===== src/pim_pkg.sv =====
`timescale 1ns / 1ps

package pim_pkg;

  localparam int MaxLen    = 64;
  localparam int Alphabet  = 256;
  localparam int IdxW      = 8;
  localparam int CodeW     = 6;
  localparam int PosW      = 7;
  localparam int PatAw     = 6;
  localparam int WordIdxW  = 16;
  localparam int FifoDepth = 4;
  localparam int FifoPtrW  = $clog2(FifoDepth);

  localparam logic OpPattern = 1'b0;
  localparam logic OpWord    = 1'b1;

  typedef struct packed {
    logic [WordIdxW-1:0] word_index;
    logic                match;
    logic                too_long;
  } result_t;

endpackage


===== src/pim_if.sv =====
`timescale 1ns / 1ps

interface pim_text_if;
  logic                     valid;
  logic                     ready;
  logic                     operation;
  logic [pim_pkg::IdxW-1:0] character;
  logic                     last;

  modport source (output valid, operation, character, last, input ready);
  modport sink (input valid, operation, character, last, output ready);
endinterface

interface pim_result_if;
  logic                         valid;
  logic                         ready;
  logic [pim_pkg::WordIdxW-1:0] word_index;
  logic                         match;
  logic                         too_long;

  modport source (output valid, word_index, match, too_long, input ready);
  modport sink (input valid, word_index, match, too_long, output ready);
endinterface


===== src/pattern_isomorphism_matcher.sv =====
`timescale 1ns / 1ps
// Pattern isomorphism matcher.
// The text channel carries one byte per beat with its operation (pattern or
// word) and a last flag that closes the string. Each string is relabelled by
// order of first occurrence; the pattern's codes are kept, and every word is
// compared against them. The result channel carries one beat per word, on the
// word's last byte: the word index, the match flag and the too-long flag.
// Throughput is one byte per cycle while text ready is high. A result beat is
// offered once the word's last byte has passed the compare stage and been
// written to the result buffer: the code table and the pattern store are
// synchronous memories, read in the accept cycle and compared in the next.
// Seen bits are flip-flops, cleared all at once at each string start.
// Results queue in a four-beat buffer; text ready falls only when that buffer,
// counting a result still in the compare stage, holds more than three beats,
// so a stalled receiver holds up the text channel once four results are held.
// Reset is synchronous: it empties the buffer and the pipeline and leaves no
// pattern loaded, so words report no match until a pattern arrives. Memory
// contents are not cleared.
module pattern_isomorphism_matcher (
  input logic           clk,
  input logic           rst,
  pim_text_if.sink      text,
  pim_result_if.source  result
);

  typedef struct packed {
    logic                         op;
    logic                         last;
    logic                         start;
    logic                         is_new;
    logic [pim_pkg::CodeW-1:0]    new_code;
    logic [pim_pkg::PatAw-1:0]    pos;
    logic                         pos_ok;
    logic                         cmp;
    logic                         mis0;
    logic                         lenmis;
    logic                         overrun;
    logic [pim_pkg::WordIdxW-1:0] index;
  } stage_t;

  logic [pim_pkg::CodeW-1:0] code_mem [pim_pkg::Alphabet];
  logic [pim_pkg::CodeW-1:0] pat_mem [pim_pkg::MaxLen];

  logic [pim_pkg::Alphabet-1:0] seen, seen_next;
  logic                         busy, cur_op;
  logic [pim_pkg::PosW-1:0]     next_code, next_code_next;
  logic [pim_pkg::PosW-1:0]     position, position_next;
  logic [pim_pkg::PosW-1:0]     pattern_length, pattern_length_next;
  logic                         pattern_overrun, pattern_overrun_next;
  logic                         word_overrun, word_overrun_next;
  logic [pim_pkg::WordIdxW-1:0] word_counter, word_counter_next;
  logic                         word_mismatch;

  logic                         accept, start, is_new, pos_ok;
  logic [pim_pkg::IdxW-1:0]     idx;
  logic [pim_pkg::PosW-1:0]     pos_eff, nc_eff, pos_inc;
  stage_t                       s1, s1_next;
  logic                         s1_valid;

  logic [pim_pkg::CodeW-1:0]    code_rd, pat_rd, fwd_code, code1, pat1;
  logic                         fwd, pat_wr, wm_new, push, pop;
  pim_pkg::result_t             res_next;
  pim_pkg::result_t             fifo [pim_pkg::FifoDepth];
  logic [pim_pkg::FifoPtrW-1:0] wr_ptr, rd_ptr;
  logic [pim_pkg::FifoPtrW:0]   count;

  assign accept = text.valid && text.ready;
  assign idx    = text.character;

  always_comb begin
    start   = !busy || (text.operation != cur_op);
    pos_eff = start ? '0 : position;
    nc_eff  = start ? '0 : next_code;
    is_new  = start || !seen[idx];
    pos_ok  = pos_eff < pim_pkg::PosW'(pim_pkg::MaxLen);
    pos_inc = pos_eff + pim_pkg::PosW'(1);

    seen_next      = start ? '0 : seen;
    seen_next[idx] = 1'b1;
    next_code_next = (is_new && nc_eff < pim_pkg::PosW'(pim_pkg::MaxLen)) ?
                     nc_eff + pim_pkg::PosW'(1) : nc_eff;
    position_next  = pos_ok ? pos_inc : pos_eff;

    pattern_length_next  = pattern_length;
    pattern_overrun_next = pattern_overrun;
    word_overrun_next    = start ? 1'b0 : word_overrun;
    word_counter_next    = word_counter;
    if (text.operation == pim_pkg::OpPattern) begin
      if (pos_ok) begin
        pattern_length_next = pos_inc;
      end
      pattern_overrun_next = (start ? 1'b0 : pattern_overrun) | !pos_ok;
      if (start) begin
        word_counter_next = '0;
      end
    end else begin
      word_overrun_next = word_overrun_next | !pos_ok;
      if (text.last) begin
        word_counter_next = word_counter + pim_pkg::WordIdxW'(1);
      end
    end

    s1_next.op       = text.operation;
    s1_next.last     = text.last;
    s1_next.start    = start;
    s1_next.is_new   = is_new;
    s1_next.new_code = nc_eff[pim_pkg::CodeW-1:0];
    s1_next.pos      = pos_eff[pim_pkg::PatAw-1:0];
    s1_next.pos_ok   = pos_ok;
    s1_next.cmp      = pos_ok && (pos_eff < pattern_length);
    s1_next.mis0     = pos_ok && (pos_eff >= pattern_length);
    s1_next.lenmis   = text.last && (position_next != pattern_length);
    s1_next.overrun  = word_overrun_next || pattern_overrun;
    s1_next.index    = word_counter;
  end

  always_ff @(posedge clk) begin
    if (rst) begin
      busy            <= 1'b0;
      cur_op          <= pim_pkg::OpPattern;
      seen            <= '0;
      next_code       <= '0;
      position        <= '0;
      pattern_length  <= '0;
      pattern_overrun <= 1'b0;
      word_overrun    <= 1'b0;
      word_counter    <= '0;
      s1_valid        <= 1'b0;
    end else begin
      s1_valid <= accept;
      if (accept) begin
        busy            <= !text.last;
        cur_op          <= text.operation;
        seen            <= seen_next;
        next_code       <= next_code_next;
        position        <= position_next;
        pattern_length  <= pattern_length_next;
        pattern_overrun <= pattern_overrun_next;
        word_overrun    <= word_overrun_next;
        word_counter    <= word_counter_next;
      end
    end
  end

  always_ff @(posedge clk) begin
    if (accept) begin
      s1 <= s1_next;
    end
  end

  always_ff @(posedge clk) begin
    if (accept && is_new) begin
      code_mem[idx] <= nc_eff[pim_pkg::CodeW-1:0];
    end
    code_rd <= code_mem[idx];
  end

  assign code1  = s1.is_new ? s1.new_code : code_rd;
  assign pat_wr = s1_valid && (s1.op == pim_pkg::OpPattern) && s1.pos_ok;

  always_ff @(posedge clk) begin
    if (pat_wr) begin
      pat_mem[s1.pos] <= code1;
    end
    pat_rd   <= pat_mem[pos_eff[pim_pkg::PatAw-1:0]];
    fwd      <= pat_wr && (s1.pos == pos_eff[pim_pkg::PatAw-1:0]);
    fwd_code <= code1;
  end

  assign pat1   = fwd ? fwd_code : pat_rd;
  assign wm_new = (s1.start ? 1'b0 : word_mismatch) | s1.mis0 | s1.lenmis |
                  (s1.cmp && (pat1 != code1));
  assign push   = s1_valid && (s1.op == pim_pkg::OpWord) && s1.last;

  always_comb begin
    res_next.word_index = s1.index;
    res_next.match      = !wm_new && !s1.overrun;
    res_next.too_long   = s1.overrun;
  end

  always_ff @(posedge clk) begin
    if (rst) begin
      word_mismatch <= 1'b0;
    end else if (s1_valid && (s1.op == pim_pkg::OpWord)) begin
      word_mismatch <= wm_new;
    end
  end

  assign pop = result.valid && result.ready;

  always_ff @(posedge clk) begin
    if (rst) begin
      wr_ptr <= '0;
      rd_ptr <= '0;
      count  <= '0;
    end else begin
      if (push) begin
        wr_ptr <= wr_ptr + pim_pkg::FifoPtrW'(1);
      end
      if (pop) begin
        rd_ptr <= rd_ptr + pim_pkg::FifoPtrW'(1);
      end
      count <= count + (pim_pkg::FifoPtrW+1)'(push) - (pim_pkg::FifoPtrW+1)'(pop);
    end
  end

  always_ff @(posedge clk) begin
    if (push) begin
      fifo[wr_ptr] <= res_next;
    end
  end

  assign text.ready        = (count + (pim_pkg::FifoPtrW+1)'(push)) <=
                             (pim_pkg::FifoPtrW+1)'(pim_pkg::FifoDepth - 1);
  assign result.valid      = count != '0;
  assign result.word_index = fifo[rd_ptr].word_index;
  assign result.match      = fifo[rd_ptr].match;
  assign result.too_long   = fifo[rd_ptr].too_long;

endmodule


===== src/flat_wrapper.sv =====
// flat-port wrapper written by rule: the top's interface ports become plain ports
module pattern_isomorphism_matcher_flat 
  (clk, rst, text_valid, text_operation, text_character, text_last, text_ready, result_valid, result_word_index, result_match, result_too_long, result_ready);
  pim_text_if text_i ();
  pim_result_if result_i ();
  input logic clk;
  input logic rst;
  input wire logic [$bits(text_i.valid)-1:0] text_valid;
  input wire logic [$bits(text_i.operation)-1:0] text_operation;
  input wire logic [$bits(text_i.character)-1:0] text_character;
  input wire logic [$bits(text_i.last)-1:0] text_last;
  output wire logic [$bits(text_i.ready)-1:0] text_ready;
  output wire logic [$bits(result_i.valid)-1:0] result_valid;
  output wire logic [$bits(result_i.word_index)-1:0] result_word_index;
  output wire logic [$bits(result_i.match)-1:0] result_match;
  output wire logic [$bits(result_i.too_long)-1:0] result_too_long;
  input wire logic [$bits(result_i.ready)-1:0] result_ready;
  assign text_i.valid = text_valid;
  assign text_i.operation = text_operation;
  assign text_i.character = text_character;
  assign text_i.last = text_last;
  assign text_ready = text_i.ready;
  assign result_valid = result_i.valid;
  assign result_word_index = result_i.word_index;
  assign result_match = result_i.match;
  assign result_too_long = result_i.too_long;
  assign result_i.ready = result_ready;
  pattern_isomorphism_matcher u_core (.clk(clk), .rst(rst), .text(text_i), .result(result_i));
endmodule

===== config.mk =====
export PLATFORM = sky130hd
export DESIGN_NAME = pattern_isomorphism_matcher_flat
export DESIGN_NICKNAME = d
export VERILOG_FILES = /design/src/pim_pkg.sv /design/src/pim_if.sv /design/src/pattern_isomorphism_matcher.sv /design/src/flat_wrapper.sv
export SDC_FILE = /design/constraint.sdc
export NUM_CORES = 2
export LEC_CHECK = 0
export ABC_AREA = 1
export BUFFER_PORTS_ARGS = -buffer_cell sky130_fd_sc_hd__buf_2
export CAP_MARGIN = 0
export CORE_MARGIN = 8
export CORE_UTILIZATION = 45
export CTS_BUF_LIST = sky130_fd_sc_hd__clkbuf_4 sky130_fd_sc_hd__clkbuf_8
export CTS_CLUSTER_DIAMETER = 120
export DETAILED_ROUTE_END_ITERATION = 10
export SETUP_SLACK_MARGIN = 0.1
export SKIP_LAST_GASP = 1
export SLEW_MARGIN = 20
export SYNTH_ARGS = -nofsm -noshare
export SYNTH_HDL_FRONTEND = slang
export SYNTH_SLANG_ARGS = --single-unit

===== constraint.sdc =====
create_clock -name clk -period 9.44 [get_ports clk]
set_input_delay 0.472 -clock clk [delete_from_list [all_inputs] [get_ports clk]]
set_output_delay 0.472 -clock clk [all_outputs]
set_load 0.005 [all_outputs]

==> results <==
- The run finished with clean final reports.
- The peak supply drop is 0.000147 V.
- From synthesis to final layout, the design area changed by 12.0%.
- The synthesis-stage register bit count is 2356.
- The mean routed wirelength per cell is between 20 and 30 um.
- TritonCTS created 396 clock buffers.
- The cell area after synthesis is 91700 sq um.
- The number of failing hold endpoints at the final stage came to 0.
- The largest fanout on the critical path is 147.
- The H-tree generated during clock tree synthesis spans 5 levels.
- The number of setup buffers added after CTS is 0.
- Entering global routing, the biggest net connects 178 pins.
- By instance count, the leading cell after synthesis is sky130_fd_sc_hd__edfxtp_1.
- After layout, the worst setup slack is 3.99 ns.
- The share of the Yosys chip area taken by registers is 0.736.
- The worst min-delay path category is in2reg.
- The first detailed-routing pass ran for 8 iterations.
- The count of unresolved DRC violations after routing is 0.
- The detailed router finished its first iteration with a little over 7000 violations.
- The commonest cells after synthesis are sky130_fd_sc_hd__edfxtp_1 (2029), sky130_fd_sc_hd__nand2_1 (1509), sky130_fd_sc_hd__a22oi_1 (771), sky130_fd_sc_hd__a21oi_1 (608), sky130_fd_sc_hd__nor2_1 (597).
- In the synthesized netlist, the number of instances is 7238.
- The share of synthesized cell area in and, or, nand and nor gates is 0.103.
- The largest total area in the synthesized netlist belongs to sky130_fd_sc_hd__edfxtp_1.
- The clock tree from TritonCTS is done.
- The async set-or-reset flop fraction in the synthesized netlist is 0.
- The first global-routing pass estimated 392 mm of wire.
- The overall die area is 218000 sq um.
- The main combinational cell family by area after synthesis is compound AO/OA/AOI/OAI gates.
- For the worst setup path, the data arrival time is 6.15 ns.
- The total of buffers placed on input and output ports is 33.
- After clock tree synthesis, the clock-pin slew on the worst setup and hold paths is around 0.06 ns.
- After routing the design area is 103000 sq um.
- The die extent in x is 467 um.
- The last weighted congestion value of the routability-driven placer is 0.850.
- The number of antenna violations at the first check in global routing is 5.
- Counting along the longest clock path gives a buffer depth of 4.
- The layout filler cell count is 17411.
- In this run, post-CTS hold repair placed 7 buffers.
- The total negative setup slack is 0 ns.
- Of the cells placed in the final design, the portion with a size suffix greater than 1 is 0.120.
- The compound-gate portion of the synthesized area is 0.129.
- Setup repair after global routing left no endpoint under its margin.
- STA classifies the critical path endpoint as a register.
- The kind of critical path is in2reg.
- The final clock period utilization by the worst path is 0.577.
- The worst slew margin relative to its limit is 0.197.
- A synthesized cell averages 12.7 sq um.
- After synthesis, the cell types taking the most area are sky130_fd_sc_hd__edfxtp_1 (66%), sky130_fd_sc_hd__dfxtp_1 (7.1%), sky130_fd_sc_hd__a22oi_1 (6.3%), sky130_fd_sc_hd__nand2_1 (6.2%), sky130_fd_sc_hd__a21oi_1 (3.3%).
- Of the total synthesized cell area, the portion taken by full adders, half adders and majority gates is 0.00246.
- The via count is 60983.
- The final-report setup violation count is 0.
- Max-cap violations in this run came to 0.
- The achievable frequency is 0.183 GHz.
- The highest routed metal layer is met4.
- The cell area reported after detailed placement is approximately 95000 sq um.
- The floorplan has 165 rows.
- The net count after synthesis is slightly above 7000.
- The clock drives 2356 sinks.
- The actual slew at the worst max-slew pin is 1.20 ns.
- The category of the worst setup path launch point is an input port.
- The tree is rooted in a sky130_fd_sc_hd__clkbuf_8.
- The clock period could shrink to ~5.5 ns.
- The final-stage net count is 7345.
- OpenSTA, run right after detailed placement, puts the worst setup slack at 3.06 ns.
- The met2 routed wirelength is 123 mm.
- The most instantiated flip-flop cell in the synthesis netlist is sky130_fd_sc_hd__edfxtp_1.
- The detail route stage leaves a number of antenna-violating nets equal to 0.
- The cell area power density is around 210 nW/um^2.
- For the final database, setup skew stands at 0.111 ns.
- The average via count per standard cell is 5.92.
- Detailed placement ended at an HPWL of 150 mm.
- The routed wire length on met3 is 23.4 mm.
- The starting utilization of the core area is 0.453.
- Across every metal layer, demand over resource in global routing totals 0.237.
- The required time of the critical path is 10.14 ns.
- The routed metal-1 wire length is 111 mm.
- The core region area is 202000 sq um.
- The number of global-route vias before repair is 59747.
- Measured along the y axis, the die boundary spans 467 um.
- The max-slew violation count came to 0.
- The portion of synthesized area spent on multiplexers is 0.00138.
- The count of cells resized by post-cts repair is 0.
- Of the post-synthesis cell area, the dominant cell type holds 0.664.
- The routed wire length is 267 mm.
- Summed over all cells, the static leakage comes to 35.0 nW.
- The clock latency on the worst-skew pair is ~1.1 ns.
- Global routing finished with a remaining overflow of 0.
- For this design the top-level I/O count stands at 34.
- The synthesized-area fraction occupied by xor and xnor cells is 0.00162.
- The worst setup slack for register-to-register paths is 4.30 ns.
- The count of flip-flops with a built-in enable after synthesis is 2029.
- The netlist uses 47 different library cells.
- For this run, the number of Yosys warnings is 0.
## worst max-delay path, cell delays in order
cell and delay (ns):
sky130_fd_sc_hd__buf_2 0.76, sky130_fd_sc_hd__buf_4 0.56, sky130_fd_sc_hd__inv_2 0.22, sky130_fd_sc_hd__nor2_4 0.71
sky130_fd_sc_hd__buf_4 0.50, sky130_fd_sc_hd__nand2_1 0.10, sky130_fd_sc_hd__nand3_1 0.10, sky130_fd_sc_hd__nand2_1 0.06
sky130_fd_sc_hd__nand2_1 0.09, sky130_fd_sc_hd__nor2_1 0.04, sky130_fd_sc_hd__nor2_1 0.08, sky130_fd_sc_hd__nor2_1 0.06
sky130_fd_sc_hd__nand2_1 0.10, sky130_fd_sc_hd__nand2_1 0.06, sky130_fd_sc_hd__nand2_1 0.25, sky130_fd_sc_hd__nor2_2 0.15
sky130_fd_sc_hd__nor2_4 0.52, sky130_fd_sc_hd__buf_12 0.71, sky130_fd_sc_hd__nor2_1 0.33
## where the power goes
part	leakage (nW)	internal (mW)	total [mW]	switching [mW]
registers	21.9	11.4	11.5	0.0523
logic	8.87	0.316	1.43	1.11
clock network	4.24	5.16	9.18	4.01
total	35.0	16.9	22.1	5.18
## area by class of cell
type                    count  area [sq um]  area share
well taps                2672          3340      0.0326
clock inverters           135          1030      0.0101
clock buffers             567          6930      0.0675
inverters                 132           520     0.00507
flip-flops and latches   2356         67500       0.657
repair buffers            158          1310      0.0127
multi-input cells        4269         22000       0.215
diodes                      9          22.5    0.000219
## placed cells by master, fill, tap and decap left out, drive strengths merged, types with 39 or more instances in the layout
cell type  Yosys  routed
a21oi        608     608
a22oi        771     771
buf          194     151
clkbuf       287     567
clkinv         5     114
dfxtp        327     327
edfxtp      2029    2029
inv          127     134
nand2       1510    1510
nand3        124     124
nor2         605     605
o211ai        67      67
o21ai        205     205
o221ai        72      72
o22ai         56      56
o31ai         39      39
or2           61      61
## stage by stage
step           total power [mW]  hold slack (ns)  std cells   util
2_1_floorplan              12.5            0.408       7238      -
3_3_place_gp               13.1            0.417       9580  0.467
3_5_place_dp               13.1            0.423       9580  0.468
4_1_cts                    22.2           0.0207      10289  0.507
5_1_grt                    22.7           0.0816      10296  0.507
6_report                   22.1            0.134      10298  0.507
## state kept, by name, summed over array words and instances, names as in the netlist, 16 cells and up, named ones only
register and cells:
u_core.s1 20, u_core.word_counter 16, u_core.res_next 17, u_core.pat_mem 384
u_core.seen 256, u_core.fifo 72, u_core.code_mem 1536
## cells by family (layout without fill, tap and decap cells)
| kind of cell | count (synthesis) | after routing |
|---|---|---|
| xor gates and xnor gates | 17 | 17 |
| AOI/OAI and AO/OA | 1836 | 1836 |
| other | 0 | 9 |
| buffers and inverters | 613 | 992 |
| and+or+nand+nor | 2386 | 2386 |
| adders and majority gates | 18 | 18 |
| DFF | 2356 | 2356 |
| muxes | 12 | 12 |
## worst paths after layout
check | startpoint | cells past startpoint | endpoint
worst min-delay path | text_valid | 4 | u_core.s1_valid
worst min register to register | u_core.word_counter[15] | 0 | u_core.res_next[17]
worst max register to register | u_core.s1[36] | 15 | u_core.seen[124]
worst max-delay path | text_character[1] | 19 | u_core.code_mem[26][0]
## layer usage
metal	GRT usage	up-vias
met3	0.0458	586
met4	0.0806	0
li1	-	26976
met2	0.376	3066
met5	0	-
met1	0.328	30355
No activity file was read; power rests on OpenSTA's default activity.
